## config.mk

```make
export PLATFORM = sky130hd
export DESIGN_NAME = muxed_switch_scan_debounce_unit_flat
export DESIGN_NICKNAME = d
export VERILOG_FILES = /design/src/hw/rtl/msd_pkg.sv /design/src/hw/rtl/msd_in_if.sv /design/src/hw/rtl/msd_out_if.sv /design/src/hw/rtl/msd_cfg_if.sv /design/src/hw/rtl/msd_timer_unit.sv /design/src/hw/rtl/msd_seq.sv /design/src/hw/rtl/muxed_switch_scan_debounce_unit.sv /design/src/flat_wrapper.sv
export SDC_FILE = /design/constraint.sdc
export NUM_CORES = 1
export LEC_CHECK = 0
export ABC_AREA = 1
export BUFFER_PORTS_ARGS = -buffer_cell sky130_fd_sc_hd__buf_2
export CAP_MARGIN = 10
export CORE_MARGIN = 2
export CORE_UTILIZATION = 55
export CTS_BUF_LIST = sky130_fd_sc_hd__clkbuf_2 sky130_fd_sc_hd__clkbuf_4 sky130_fd_sc_hd__clkbuf_8
export DETAILED_ROUTE_END_ITERATION = 12
export GPL_TIMING_DRIVEN = 0
export MAX_ROUTING_LAYER = met4
export PLACE_DENSITY = 0.82
export SKIP_LAST_GASP = 1
export SLEW_MARGIN = 20
export SYNTH_ARGS = -nofsm -noshare
export SYNTH_HDL_FRONTEND = slang
export SYNTH_HIERARCHICAL = 1
export SYNTH_SLANG_ARGS = --single-unit
```

## constraint.sdc

```tcl
create_clock -name clk -period 6.15 [get_ports clk]
set_input_delay 1.23 -clock clk [delete_from_list [all_inputs] [get_ports clk]]
set_output_delay 1.23 -clock clk [all_outputs]
set_load 0.01 [all_outputs]
```

## src/hw/rtl/msd_pkg.sv

```systemverilog
// ----------------------------------------------------------------------------
// msd_pkg
// Shared types, constants and helpers for the multiplexed switch scanner
// with per-channel debounce.
// ----------------------------------------------------------------------------
package msd_pkg;

  // scan geometry
  localparam int MUX_PINS      = 8;
  localparam int SELECT_STATES = 4;
  localparam int CHANNELS      = MUX_PINS * SELECT_STATES;
  localparam int PIN_BITS      = $clog2(MUX_PINS);
  localparam int SEL_BITS      = $clog2(SELECT_STATES);
  localparam int CH_BITS       = $clog2(CHANNELS);

  // timer and register widths
  localparam int TIMER_BITS    = 20;
  localparam int CFG_BITS      = 20;
  localparam int CFG_IDX_BITS  = 2;
  localparam int WIDE_BITS     = (TIMER_BITS > CFG_BITS) ? TIMER_BITS : CFG_BITS;

  localparam logic [WIDE_BITS-1:0] TIMER_MAX =
    WIDE_BITS'((64'd1 << TIMER_BITS) - 64'd1);

  // register indexes
  localparam logic [CFG_IDX_BITS-1:0] REG_TICK_TIME = CFG_IDX_BITS'(0);
  localparam logic [CFG_IDX_BITS-1:0] REG_COOLDOWN  = CFG_IDX_BITS'(1);

  // register reset values
  localparam logic [CFG_BITS-1:0] TICK_TIME_RESET = CFG_BITS'(1000);
  localparam logic [CFG_BITS-1:0] COOLDOWN_RESET  = CFG_BITS'(20000);

  typedef logic [TIMER_BITS-1:0] timer_t;
  typedef logic [CFG_BITS-1:0]   cfg_word_t;
  typedef logic [CH_BITS-1:0]    ch_idx_t;

  // sequencer states
  typedef enum logic [1:0] {
    ST_IDLE,
    ST_SWEEP,
    ST_PINS,
    ST_FINISH
  } msd_state_t;

  // shared timer unit operations
  typedef enum logic {
    TOP_DEC,
    TOP_LOAD
  } msd_timer_op_t;

  // control from sequencer to datapath
  typedef struct packed {
    logic    in_ready;
    logic    sweep;
    logic    pin;
    logic    load;
    ch_idx_t idx;
  } msd_ctrl_t;

  // pin/select to channel remap, indexed by {pin, select}
  localparam logic [CH_BITS-1:0] REMAP [CHANNELS] = '{
    5'd2,  5'd1,  5'd0,  5'd3,  5'd7,  5'd4,  5'd6,  5'd5,
    5'd15, 5'd12, 5'd14, 5'd13, 5'd10, 5'd9,  5'd8,  5'd11,
    5'd31, 5'd28, 5'd30, 5'd29, 5'd26, 5'd25, 5'd24, 5'd27,
    5'd23, 5'd20, 5'd22, 5'd21, 5'd18, 5'd17, 5'd16, 5'd19
  };

  // reload value saturated to the timer width
  function automatic timer_t clamp_timer(input cfg_word_t v);
    logic [WIDE_BITS-1:0] w;
    w = WIDE_BITS'(v);
    if (w > TIMER_MAX) begin
      return TIMER_MAX[TIMER_BITS-1:0];
    end
    return w[TIMER_BITS-1:0];
  endfunction

endpackage

```

## src/hw/rtl/msd_in_if.sv

```systemverilog
// ----------------------------------------------------------------------------
// msd_in_if
// Scan tick channel: one transaction carries the sampled mux pin levels.
// ----------------------------------------------------------------------------
interface msd_in_if;
  logic       valid;
  logic       ready;
  logic [7:0] raw_pins;

  modport source (output valid, output raw_pins, input ready);
  modport sink   (input valid, input raw_pins, output ready);
endinterface

```

## src/hw/rtl/msd_out_if.sv

```systemverilog
// ----------------------------------------------------------------------------
// msd_out_if
// Result channel: debounced channel mask and next mux select value.
// ----------------------------------------------------------------------------
interface msd_out_if;
  logic        valid;
  logic        ready;
  logic [31:0] debounced_mask;
  logic [1:0]  select_lines;

  modport source (output valid, output debounced_mask, output select_lines, input ready);
  modport sink   (input valid, input debounced_mask, input select_lines, output ready);
endinterface

```

## src/hw/rtl/msd_cfg_if.sv

```systemverilog
// ----------------------------------------------------------------------------
// msd_cfg_if
// Configuration write channel: register index and write data.
// ----------------------------------------------------------------------------
interface msd_cfg_if;
  logic        valid;
  logic        ready;
  logic [1:0]  index;
  logic [19:0] data;

  modport source (output valid, output index, output data, input ready);
  modport sink   (input valid, input index, input data, output ready);
endinterface

```

## src/hw/rtl/msd_timer_unit.sv

```systemverilog
// ----------------------------------------------------------------------------
// msd_timer_unit
// Shared timer arithmetic: saturating decrement by the tick time, or reload
// with the clamped cooldown period. Also flags a timer at zero.
// ----------------------------------------------------------------------------
module msd_timer_unit
  import msd_pkg::*;
(
  input  msd_timer_op_t op,
  input  timer_t        timer_val,
  input  cfg_word_t     tick_time,
  input  cfg_word_t     cooldown,
  output timer_t        result,
  output logic          is_zero
);

  logic [WIDE_BITS-1:0] wide_timer;
  logic [WIDE_BITS-1:0] wide_tick;
  logic [WIDE_BITS-1:0] wide_diff;

  assign wide_timer = WIDE_BITS'(timer_val);
  assign wide_tick  = WIDE_BITS'(tick_time);
  assign wide_diff  = wide_timer - wide_tick;
  assign is_zero    = (timer_val == '0);

  // one subtract/compare, shared by every channel
  always_comb begin
    result = '0;
    case (op)
      TOP_DEC: begin
        if (wide_timer > wide_tick) begin
          result = wide_diff[TIMER_BITS-1:0];
        end
      end
      TOP_LOAD: begin
        result = clamp_timer(cooldown);
      end
      default: begin
        result = '0;
      end
    endcase
  end

endmodule

```

## src/hw/rtl/msd_seq.sv

```systemverilog
// ----------------------------------------------------------------------------
// msd_seq
// Scan sequencer: sweeps all channel timers, then walks the mux pins, then
// hands the result to the output register.
// ----------------------------------------------------------------------------
module msd_seq
  import msd_pkg::*;
(
  input  logic      clk,
  input  logic      rst,
  input  logic      in_valid,
  input  logic      out_free,
  output msd_ctrl_t ctrl
);

  msd_state_t state;
  msd_state_t state_next;
  ch_idx_t    cnt;

  localparam ch_idx_t LAST_CH  = CH_BITS'(CHANNELS - 1);
  localparam ch_idx_t LAST_PIN = CH_BITS'(MUX_PINS - 1);

  // state register and step counter
  always_ff @(posedge clk) begin
    if (rst) begin
      state <= ST_IDLE;
      cnt   <= '0;
    end else begin
      state <= state_next;
      if (state == ST_SWEEP) begin
        cnt <= (cnt == LAST_CH) ? '0 : cnt + CH_BITS'(1);
      end else if (state == ST_PINS) begin
        cnt <= (cnt == LAST_PIN) ? '0 : cnt + CH_BITS'(1);
      end else begin
        cnt <= '0;
      end
    end
  end

  // next state
  always_comb begin
    state_next = state;
    unique case (state)
      ST_IDLE:   if (in_valid) state_next = ST_SWEEP;
      ST_SWEEP:  if (cnt == LAST_CH) state_next = ST_PINS;
      ST_PINS:   if (cnt == LAST_PIN) state_next = ST_FINISH;
      ST_FINISH: if (out_free) state_next = ST_IDLE;
      default:   state_next = ST_IDLE;
    endcase
  end

  // control outputs
  always_comb begin
    ctrl          = '0;
    ctrl.idx      = cnt;
    unique case (state)
      ST_IDLE:   ctrl.in_ready = 1'b1;
      ST_SWEEP:  ctrl.sweep    = 1'b1;
      ST_PINS:   ctrl.pin      = 1'b1;
      ST_FINISH: ctrl.load     = out_free;
      default:   ctrl.in_ready = 1'b0;
    endcase
  end

endmodule

```

## src/hw/rtl/muxed_switch_scan_debounce_unit.sv

```systemverilog
// ----------------------------------------------------------------------------
// muxed_switch_scan_debounce_unit
// Multiplexed switch scanner with a cooldown debounce on each of 32 channels.
// ----------------------------------------------------------------------------
// Each scan transaction runs from acceptance to the next acceptance in
// steps: the pins are taken, the single shared timer subtractor visits every
// channel timer in turn, then it handles the mux pins one by one, and the
// result moves into the output register (a step that waits only while that
// register is still full).
// The result register holds its transaction until taken, so the next scan
// can start before the previous result has been read. Configuration writes
// are always accepted; unknown register indexes are ignored.
// ----------------------------------------------------------------------------
module muxed_switch_scan_debounce_unit
  import msd_pkg::*;
(
  input  logic clk,
  input  logic rst,
  msd_in_if.sink    scan,
  msd_out_if.source result,
  msd_cfg_if.sink   cfg
);

  cfg_word_t tick_time_us;
  cfg_word_t cooldown_period_us;

  timer_t                  cooldown_timer [CHANNELS];
  logic [CHANNELS-1:0]     last_raw_state;
  logic [CHANNELS-1:0]     debounced_state;
  logic [SEL_BITS-1:0]     mux_select;
  logic [MUX_PINS-1:0]     pins;

  logic                    out_valid;
  logic [CHANNELS-1:0]     out_mask;
  logic [SEL_BITS-1:0]     out_select;

  msd_ctrl_t               ctrl;
  msd_timer_op_t           op;
  ch_idx_t                 ch;
  logic [PIN_BITS-1:0]     pin_idx;
  logic                    level;
  timer_t                  alu_result;
  logic                    alu_zero;

  // configuration registers
  assign cfg.ready = 1'b1;

  always_ff @(posedge clk) begin
    if (rst) begin
      tick_time_us       <= TICK_TIME_RESET;
      cooldown_period_us <= COOLDOWN_RESET;
    end else if (cfg.valid) begin
      unique case (cfg.index)
        REG_TICK_TIME: tick_time_us       <= cfg.data;
        REG_COOLDOWN:  cooldown_period_us <= cfg.data;
        default:       ;
      endcase
    end
  end

  // sequencer
  msd_seq u_seq (
    .clk      (clk),
    .rst      (rst),
    .in_valid (scan.valid),
    .out_free (!out_valid || result.ready),
    .ctrl     (ctrl)
  );

  assign scan.ready = ctrl.in_ready;

  // channel address: sweep index, or remapped pin under the current select
  assign pin_idx = ctrl.idx[PIN_BITS-1:0];
  assign ch      = ctrl.pin ? REMAP[{pin_idx, mux_select}] : ctrl.idx;
  assign level   = ~pins[pin_idx];
  assign op      = ctrl.pin ? TOP_LOAD : TOP_DEC;

  msd_timer_unit u_timer (
    .op        (op),
    .timer_val (cooldown_timer[ch]),
    .tick_time (tick_time_us),
    .cooldown  (cooldown_period_us),
    .result    (alu_result),
    .is_zero   (alu_zero)
  );

  // capture pins on acceptance
  always_ff @(posedge clk) begin
    if (scan.valid && ctrl.in_ready) begin
      pins <= scan.raw_pins;
    end
  end

  // channel state update
  always_ff @(posedge clk) begin
    if (rst) begin
      for (int i = 0; i < CHANNELS; i++) begin
        cooldown_timer[i] <= '0;
      end
      last_raw_state  <= '0;
      debounced_state <= '0;
    end else if (ctrl.sweep) begin
      if (alu_zero) begin
        debounced_state[ch] <= last_raw_state[ch];
      end
      cooldown_timer[ch] <= alu_result;
    end else if (ctrl.pin && (level != last_raw_state[ch])) begin
      if (alu_zero) begin
        debounced_state[ch] <= level;
      end
      cooldown_timer[ch] <= alu_result;
      last_raw_state[ch] <= level;
    end
  end

  // select advance and result register
  always_ff @(posedge clk) begin
    if (rst) begin
      mux_select <= '0;
      out_valid  <= 1'b0;
    end else begin
      if (ctrl.load) begin
        mux_select <= mux_select + SEL_BITS'(1);
        out_valid  <= 1'b1;
      end else if (result.ready) begin
        out_valid  <= 1'b0;
      end
    end
  end

  always_ff @(posedge clk) begin
    if (ctrl.load) begin
      out_mask   <= debounced_state;
      out_select <= mux_select + SEL_BITS'(1);
    end
  end

  assign result.valid          = out_valid;
  assign result.debounced_mask = out_mask;
  assign result.select_lines   = out_select;

endmodule

```

## src/flat_wrapper.sv

```systemverilog
// flat-port wrapper written by rule: the top's interface ports become plain ports
module muxed_switch_scan_debounce_unit_flat import msd_pkg::*;
  (clk, rst, scan_valid, scan_raw_pins, scan_ready, result_valid, result_debounced_mask, result_select_lines, result_ready, cfg_valid, cfg_index, cfg_data, cfg_ready);
  msd_in_if scan_i ();
  msd_out_if result_i ();
  msd_cfg_if cfg_i ();
  input  logic clk;
  input  logic rst;
  input wire logic [$bits(scan_i.valid)-1:0] scan_valid;
  input wire logic [$bits(scan_i.raw_pins)-1:0] scan_raw_pins;
  output wire logic [$bits(scan_i.ready)-1:0] scan_ready;
  output wire logic [$bits(result_i.valid)-1:0] result_valid;
  output wire logic [$bits(result_i.debounced_mask)-1:0] result_debounced_mask;
  output wire logic [$bits(result_i.select_lines)-1:0] result_select_lines;
  input wire logic [$bits(result_i.ready)-1:0] result_ready;
  input wire logic [$bits(cfg_i.valid)-1:0] cfg_valid;
  input wire logic [$bits(cfg_i.index)-1:0] cfg_index;
  input wire logic [$bits(cfg_i.data)-1:0] cfg_data;
  output wire logic [$bits(cfg_i.ready)-1:0] cfg_ready;
  assign scan_i.valid = scan_valid;
  assign scan_i.raw_pins = scan_raw_pins;
  assign scan_ready = scan_i.ready;
  assign result_valid = result_i.valid;
  assign result_debounced_mask = result_i.debounced_mask;
  assign result_select_lines = result_i.select_lines;
  assign result_i.ready = result_ready;
  assign cfg_i.valid = cfg_valid;
  assign cfg_i.index = cfg_index;
  assign cfg_i.data = cfg_data;
  assign cfg_ready = cfg_i.ready;
  muxed_switch_scan_debounce_unit u_core (.clk(clk), .rst(rst), .scan(scan_i), .result(result_i), .cfg(cfg_i));
endmodule
```

* Yosys cells after proc, flatten, opt, wreduce, memory -nomap -nowiden
Memories as Yosys holds them, arrays and structs flattened.
Index checks and enable logic that the tools add are counted.
** Word-level totals
- Register bits :: 156
- RAM bits :: 640
- ROM bits :: 160
- Bits of input ports :: 35
- Output and inout bits :: 37
- Logic and storage cells :: 105
- Memories :: 2
** Operators by class
- Add/sub/neg operators :: 3
- Order comparisons :: 6
- Equal/unequal tests :: 11
- Mux-type cells :: 51
- Bitwise operators :: 5
- Reduce and logical (&&, ||, !) cells :: 16
** Memories
- u_core.cooldown_timer :: depth 32, width 20, rd ports 1, clocked after memory_dff 0, write ports 32, RTL line muxed_switch_scan_debounce_unit.sv:27 : timer_t cooldown_timer [CHANNELS];
- (no name shown) :: depth 32, width 5, rd ports 1, clocked after memory_dff 0, write ports 0, RTL line muxed_switch_scan_debounce_unit.sv:74 : assign ch = ctrl.pin ? REMAP[{pin_idx, mux_select}] : ctrl.idx;
** Operator list (number)
- 32-bit 2-to-1 mux :: 4
- 20-bit 2-to-1 mux :: 5
- 32-bit bitwise mux :: 3
- 5-bit 2-to-1 mux :: 8
- 20-bit case mux with 2 select lines :: 1
- 1-bit 2-to-1 mux :: 22
- 20-bit > comparator :: 1
- 20-bit > comparator (second input constant) :: 1
- 20-bit logical NOT :: 1
- 20-bit OR reduction :: 1
- 20-bit subtractor :: 1
- 2-bit 2-to-1 mux :: 4
- 2-bit case mux with 4 select lines :: 1
- 2-bit AND reduction :: 4
- 6-bit greater-or-equal comparator (second input constant) :: 1
- 5-bit by 6-bit less-than comparator with 1-bit output (second input constant) :: 1
- 5-bit inverter with 6-bit output :: 1
- 5-bit by 1-bit adder with 5-bit output (second input constant) :: 1
- 1-bit binary-select mux with 5-bit select :: 1
- 1-bit demux with 5-bit select :: 1
- 5-bit by 3-bit equality test with 1-bit output (second input constant) :: 1
- 5-bit equality test (second input constant) :: 1
- 5-bit by 1-bit greater-or-equal comparator with 1-bit output (second input constant) :: 1
- 2-bit by 1-bit equality test with 1-bit output (second input constant) :: 2
- 15 further kinds :: 24

* Logic depth before layout (Yosys ltp)
- Word-level depth :: 16
- Depth in mapped cells :: 37
- Depth with buffers taken out :: 32

* By module
Netlist, hierarchy kept.
** Modules (own cells, without submodules)
- muxed_switch_scan_debounce_unit :: instances 1, cells each 3136, area each 34565.7 um2, sequential area each 22621.7 um2
- msd_timer_unit :: instances 1, cells each 342, area each 1716.6 um2, sequential area each 0.0 um2
- msd_seq :: instances 1, cells each 59, area each 461.7 um2, sequential area each 140.1 um2

* Worst setup path after synthesis
No wires, ideal clock.
- Path type :: flip-flop to flip-flop
- From :: reg u_core.u_seq.state[0]
- To :: mem u_core/cooldown_timer[18][2] (netlist name), data pin
- Library setup time :: 0.274 ns
- Data arrival time :: 4.665 ns
- Path slack :: 1.211 ns
- Stages on the path, launching flop included :: 32
- Clock period less this slack :: 4.939 ns
- Cells stage by stage :: dfxtp_1 -> inv_1 -> ha_1 -> inv_1 -> a21oi_1 -> nand2_2 -> nand2_1 -> buf_2 -> inv_1 -> nand2_1 -> inv_2 -> buf_2 -> clkbuf_1 -> a22oi_1 -> a21oi_1 -> nor3_1 -> nand2_1 -> inv_1 -> ha_1 -> inv_1 -> fa_1 -> nand2_1 -> nand3_1 -> and2_1 -> nand3b_1 -> nand3_2 -> nand2_2 -> buf_6 -> o21ai_2 -> inv_1 -> clkbuf_1 -> nor2_1
** RTL lines
- from (decl) :: RTL line msd_seq.sv:16 : msd_state_t state;
- from (signal assigned) :: RTL line msd_seq.sv:29 : state <= state_next;
- to (decl) :: RTL line muxed_switch_scan_debounce_unit.sv:27

==> results.tsv <==
metric	value	unit
status	finished clean	
avgViaCountPerCell	6.258	
area.growth.synth_to_final	13.17	%
syn-num-nets	3600	
dr.first_iter.drc_count	4890	
seqPwrFrac	26.7	%
die_w	262.5	um
synth_seq_cells	796	
wirelength	125.1	mm
power.leakage	15.79	nW
synthesis.area	0.03674	mm^2
cts_num_sinks	796	
max_freq	164.5	MHz
async_flop_share	0	%
avgSynthCellArea	10.39	um^2
numCtsBuffers	132	
critPathMaxFanout	14	
dp.cells	4471	
fin_tns_setup	0	ns
io_pins	72	
final_layout_size_suffix_gt1_share	22.41	%
slew_headroom	19.24	%
grt_pass1_wl	177.5	mm
final.setup_skew	0.05286	ns
synth-edff-count	682	
antenna_found_initial	6	
yosys_warnings	6	
postRouteAntennaNets	0	
cts_tree	yes	
grtUsageTotal	36.69	%
startpoint_type	flop	
p_switching	11.90	mW
fp-row-count	94	
swShare	50.73	%
min_path_type	flop to flop	
fin_nets	3815	
power	23.47	mW
grt_pass1_vias	27390	
grt_max_degree	38	
worst_slew_pin_slew	1.208	ns
cts.clk_slew.worst_paths	0.06	ns
syn_inst	3537	
max-vdd-ir-drop	433.7	uV
clk_latency	0.82	ns
placed_cell_area	0.03818	mm^2
initial_core_util	55.69	%
fin_crit	6.079	ns
finalInstanceArea	0.04158	mm^2
cp-end-kind	flop	
finalWeightedCongestion	1.112	
clkPwrFrac	19.5	%
power_frac_comb	53.8	%
p_int	11.56	mW
synth_cell_types	46	
clock_path_buffers	3	
htreeDepth	4	
port_buffers	70	
design.die.area	0.06889	mm^2
ctsHoldBuffers	0	
vias	29520	
crit_required	6.78	ns
drv_slew	0	
power.density	564.4	mW/mm^2
yosysTopAreaCellShare	55.74	%
fin_crit_sh	98.85	%
stdcell_count	4717	
synthTopCellsByArea	edfxtp_1 (56%), nor2_1 (6.9%), a22oi_1 (6.5%)	
rrSetupSlack	0.07	ns
maxCapViolCount	0	
finalHoldViolCount	0	
crit_arrival	6.71	ns
wl_per_cell	26.52	um
overflow	0	
ys.flop_type	edfxtp_1	
ys_seq_area_share	61.95	%
drcViolationCount	0	
crit_type	flop to flop	
core	0.06598	mm^2
utilization	63.02	%
finalSetupViolCount	0	
synth_top_area_cell	edfxtp_1	
die_y	262.5	um
dr.pass1.iters	7	
dp_hpwl	86.57	mm
cts_root_buf	clkbuf_8	
-- path summary, 6_finish.rpt --
kind                                  start                         endpoint  cells past startpoint
hold reg to reg   u_core/debounced_state[6]  u_core/result.debounced_mask[6]                      0
setup reg to reg      u_core/u_seq/state[0]    u_core/cooldown_timer[31][17]                     24
setup / recovery      u_core/u_seq/state[0]    u_core/cooldown_timer[31][17]                     24
hold / removal    u_core/debounced_state[6]  u_core/result.debounced_mask[6]                      0
-- synthesized netlist by cell type (all sizes together), types with 17 or more instances --
cell type  instances
a21oi            157
a22oi            320
buf              105
clkbuf           159
dfxtp            114
edfxtp           682
ha                27
inv              250
nand2            549
nand3             77
nand3b            17
nand4             45
nor2             903
nor4              31
o21ai             51
-- registers in the layout (all words and copies together) (netlist names) --
signal / flops
u_core/pins: 8
u_core/debounced_state: 32
u_core/result.valid: 1
u_core/cooldown_period_us: 20
u_core/tick_time_us: 20
u_core/u_seq/cnt: 5
u_core/cooldown_timer: 640
u_core/result.select_lines: 2
u_core/result.debounced_mask: 32
u_core/u_seq/state: 2
u_core/last_raw_state: 32
u_core/mux_select: 2
-- stage by stage --
| stage | hold slack (ns) | worst slack (ns) |
|---|---|---|
| final | 0.4222 | 0.07076 |
| after global placement | 0.4192 | -1.744 |
| after detailed placement | 0.4149 | -1.863 |
| after floorplan | 0.4082 | 1.211 |
| after CTS | 0.4180 | -0.008496 |
| after global routing | 0.4321 | -0.02684 |
-- power groups by stage --
stage / clock network (mW) / logic, mW / registers, mW
final: 4.59 / 12.6 / 6.26
after detailed placement: 0 / 10.7 / 6.36
after CTS: 4.59 / 11.4 / 6.25
after floorplan: 0 / 6.31 / 6.34
after global placement: 0 / 10.5 / 6.35
after global routing: 4.84 / 12.7 / 6.27
-- routing by layer --
metal  global-route usage [%]  wire length, um
met1                    43.68            41540
met3                    13.44            19560
met2                    52.13            54260
met4                    24.76             9714
met5                        -                0
-- cells in the final DEF (no fill, tap or decap), types with 35 or more instances in the layout --
master,instances
nor2_2,227
nand2_1,504
a21oi_1,143
clkbuf_8,156
nand3_1,73
buf_4,35
dfxtp_1,114
edfxtp_1,682
a22oi_1,320
inv_1,220
nor2_1,671
buf_2,97
clkbuf_4,82
clkbuf_1,54
nand4_1,45
buf_6,68
-- what timing repair did --
item                       4_1_cts  5_1_grt
setup endpoints to repair      672      672
resized for setup              199      175
pin swaps                        0        9
buffers inserted                 0       13
-- cell type report --
type                            count  area (um^2)
Buffer                            262         1944
Sequential cell                   796        22760
Tap cell                          864         1081
Fill cell                        5098        24400
Antenna cell                        7        17.52
Clock buffer                      195         2365
Inverter                          252        959.7
Multi-Input combinational cell   2225        11830
Timing Repair Buffer               83        447.9
Clock inverter                     33        173.9
-- kinds of logic after synthesis --
kind of cell | share of synthesized area, %
AOI/OAI and AO/OA | 9.746
xor gates and xnor gates | 0.2384
adders and majority gates | 0.9739
buffers and inverters | 6.739
DFF | 61.95
other | 0.01021
and+or+nand+nor | 20.35
-- critical path: stages (launching register included) --
cell and delay (ns):
dfxtp_1 0.38, inv_1 0.12, ha_4 0.19, buf_4 0.15
nand2_1 0.09, nand2_1 0.29, inv_1 0.27, nor3_2 0.13
inv_2 0.42, buf_1 0.67, a21oi_1 0.26, nor4_4 0.50
nand2_2 0.21, ha_1 0.43, nand4_1 0.18, nor2_2 0.24
nand3b_1 0.12, nand3_2 0.09, nand2_2 0.07, inv_2 0.19
nand2_1 0.09, nand2_1 0.11, clkinvlp_4 0.25, clkbuf_8 0.28
nor2_1 0.13
Note: power is estimated with default switching activity, not from simulation.
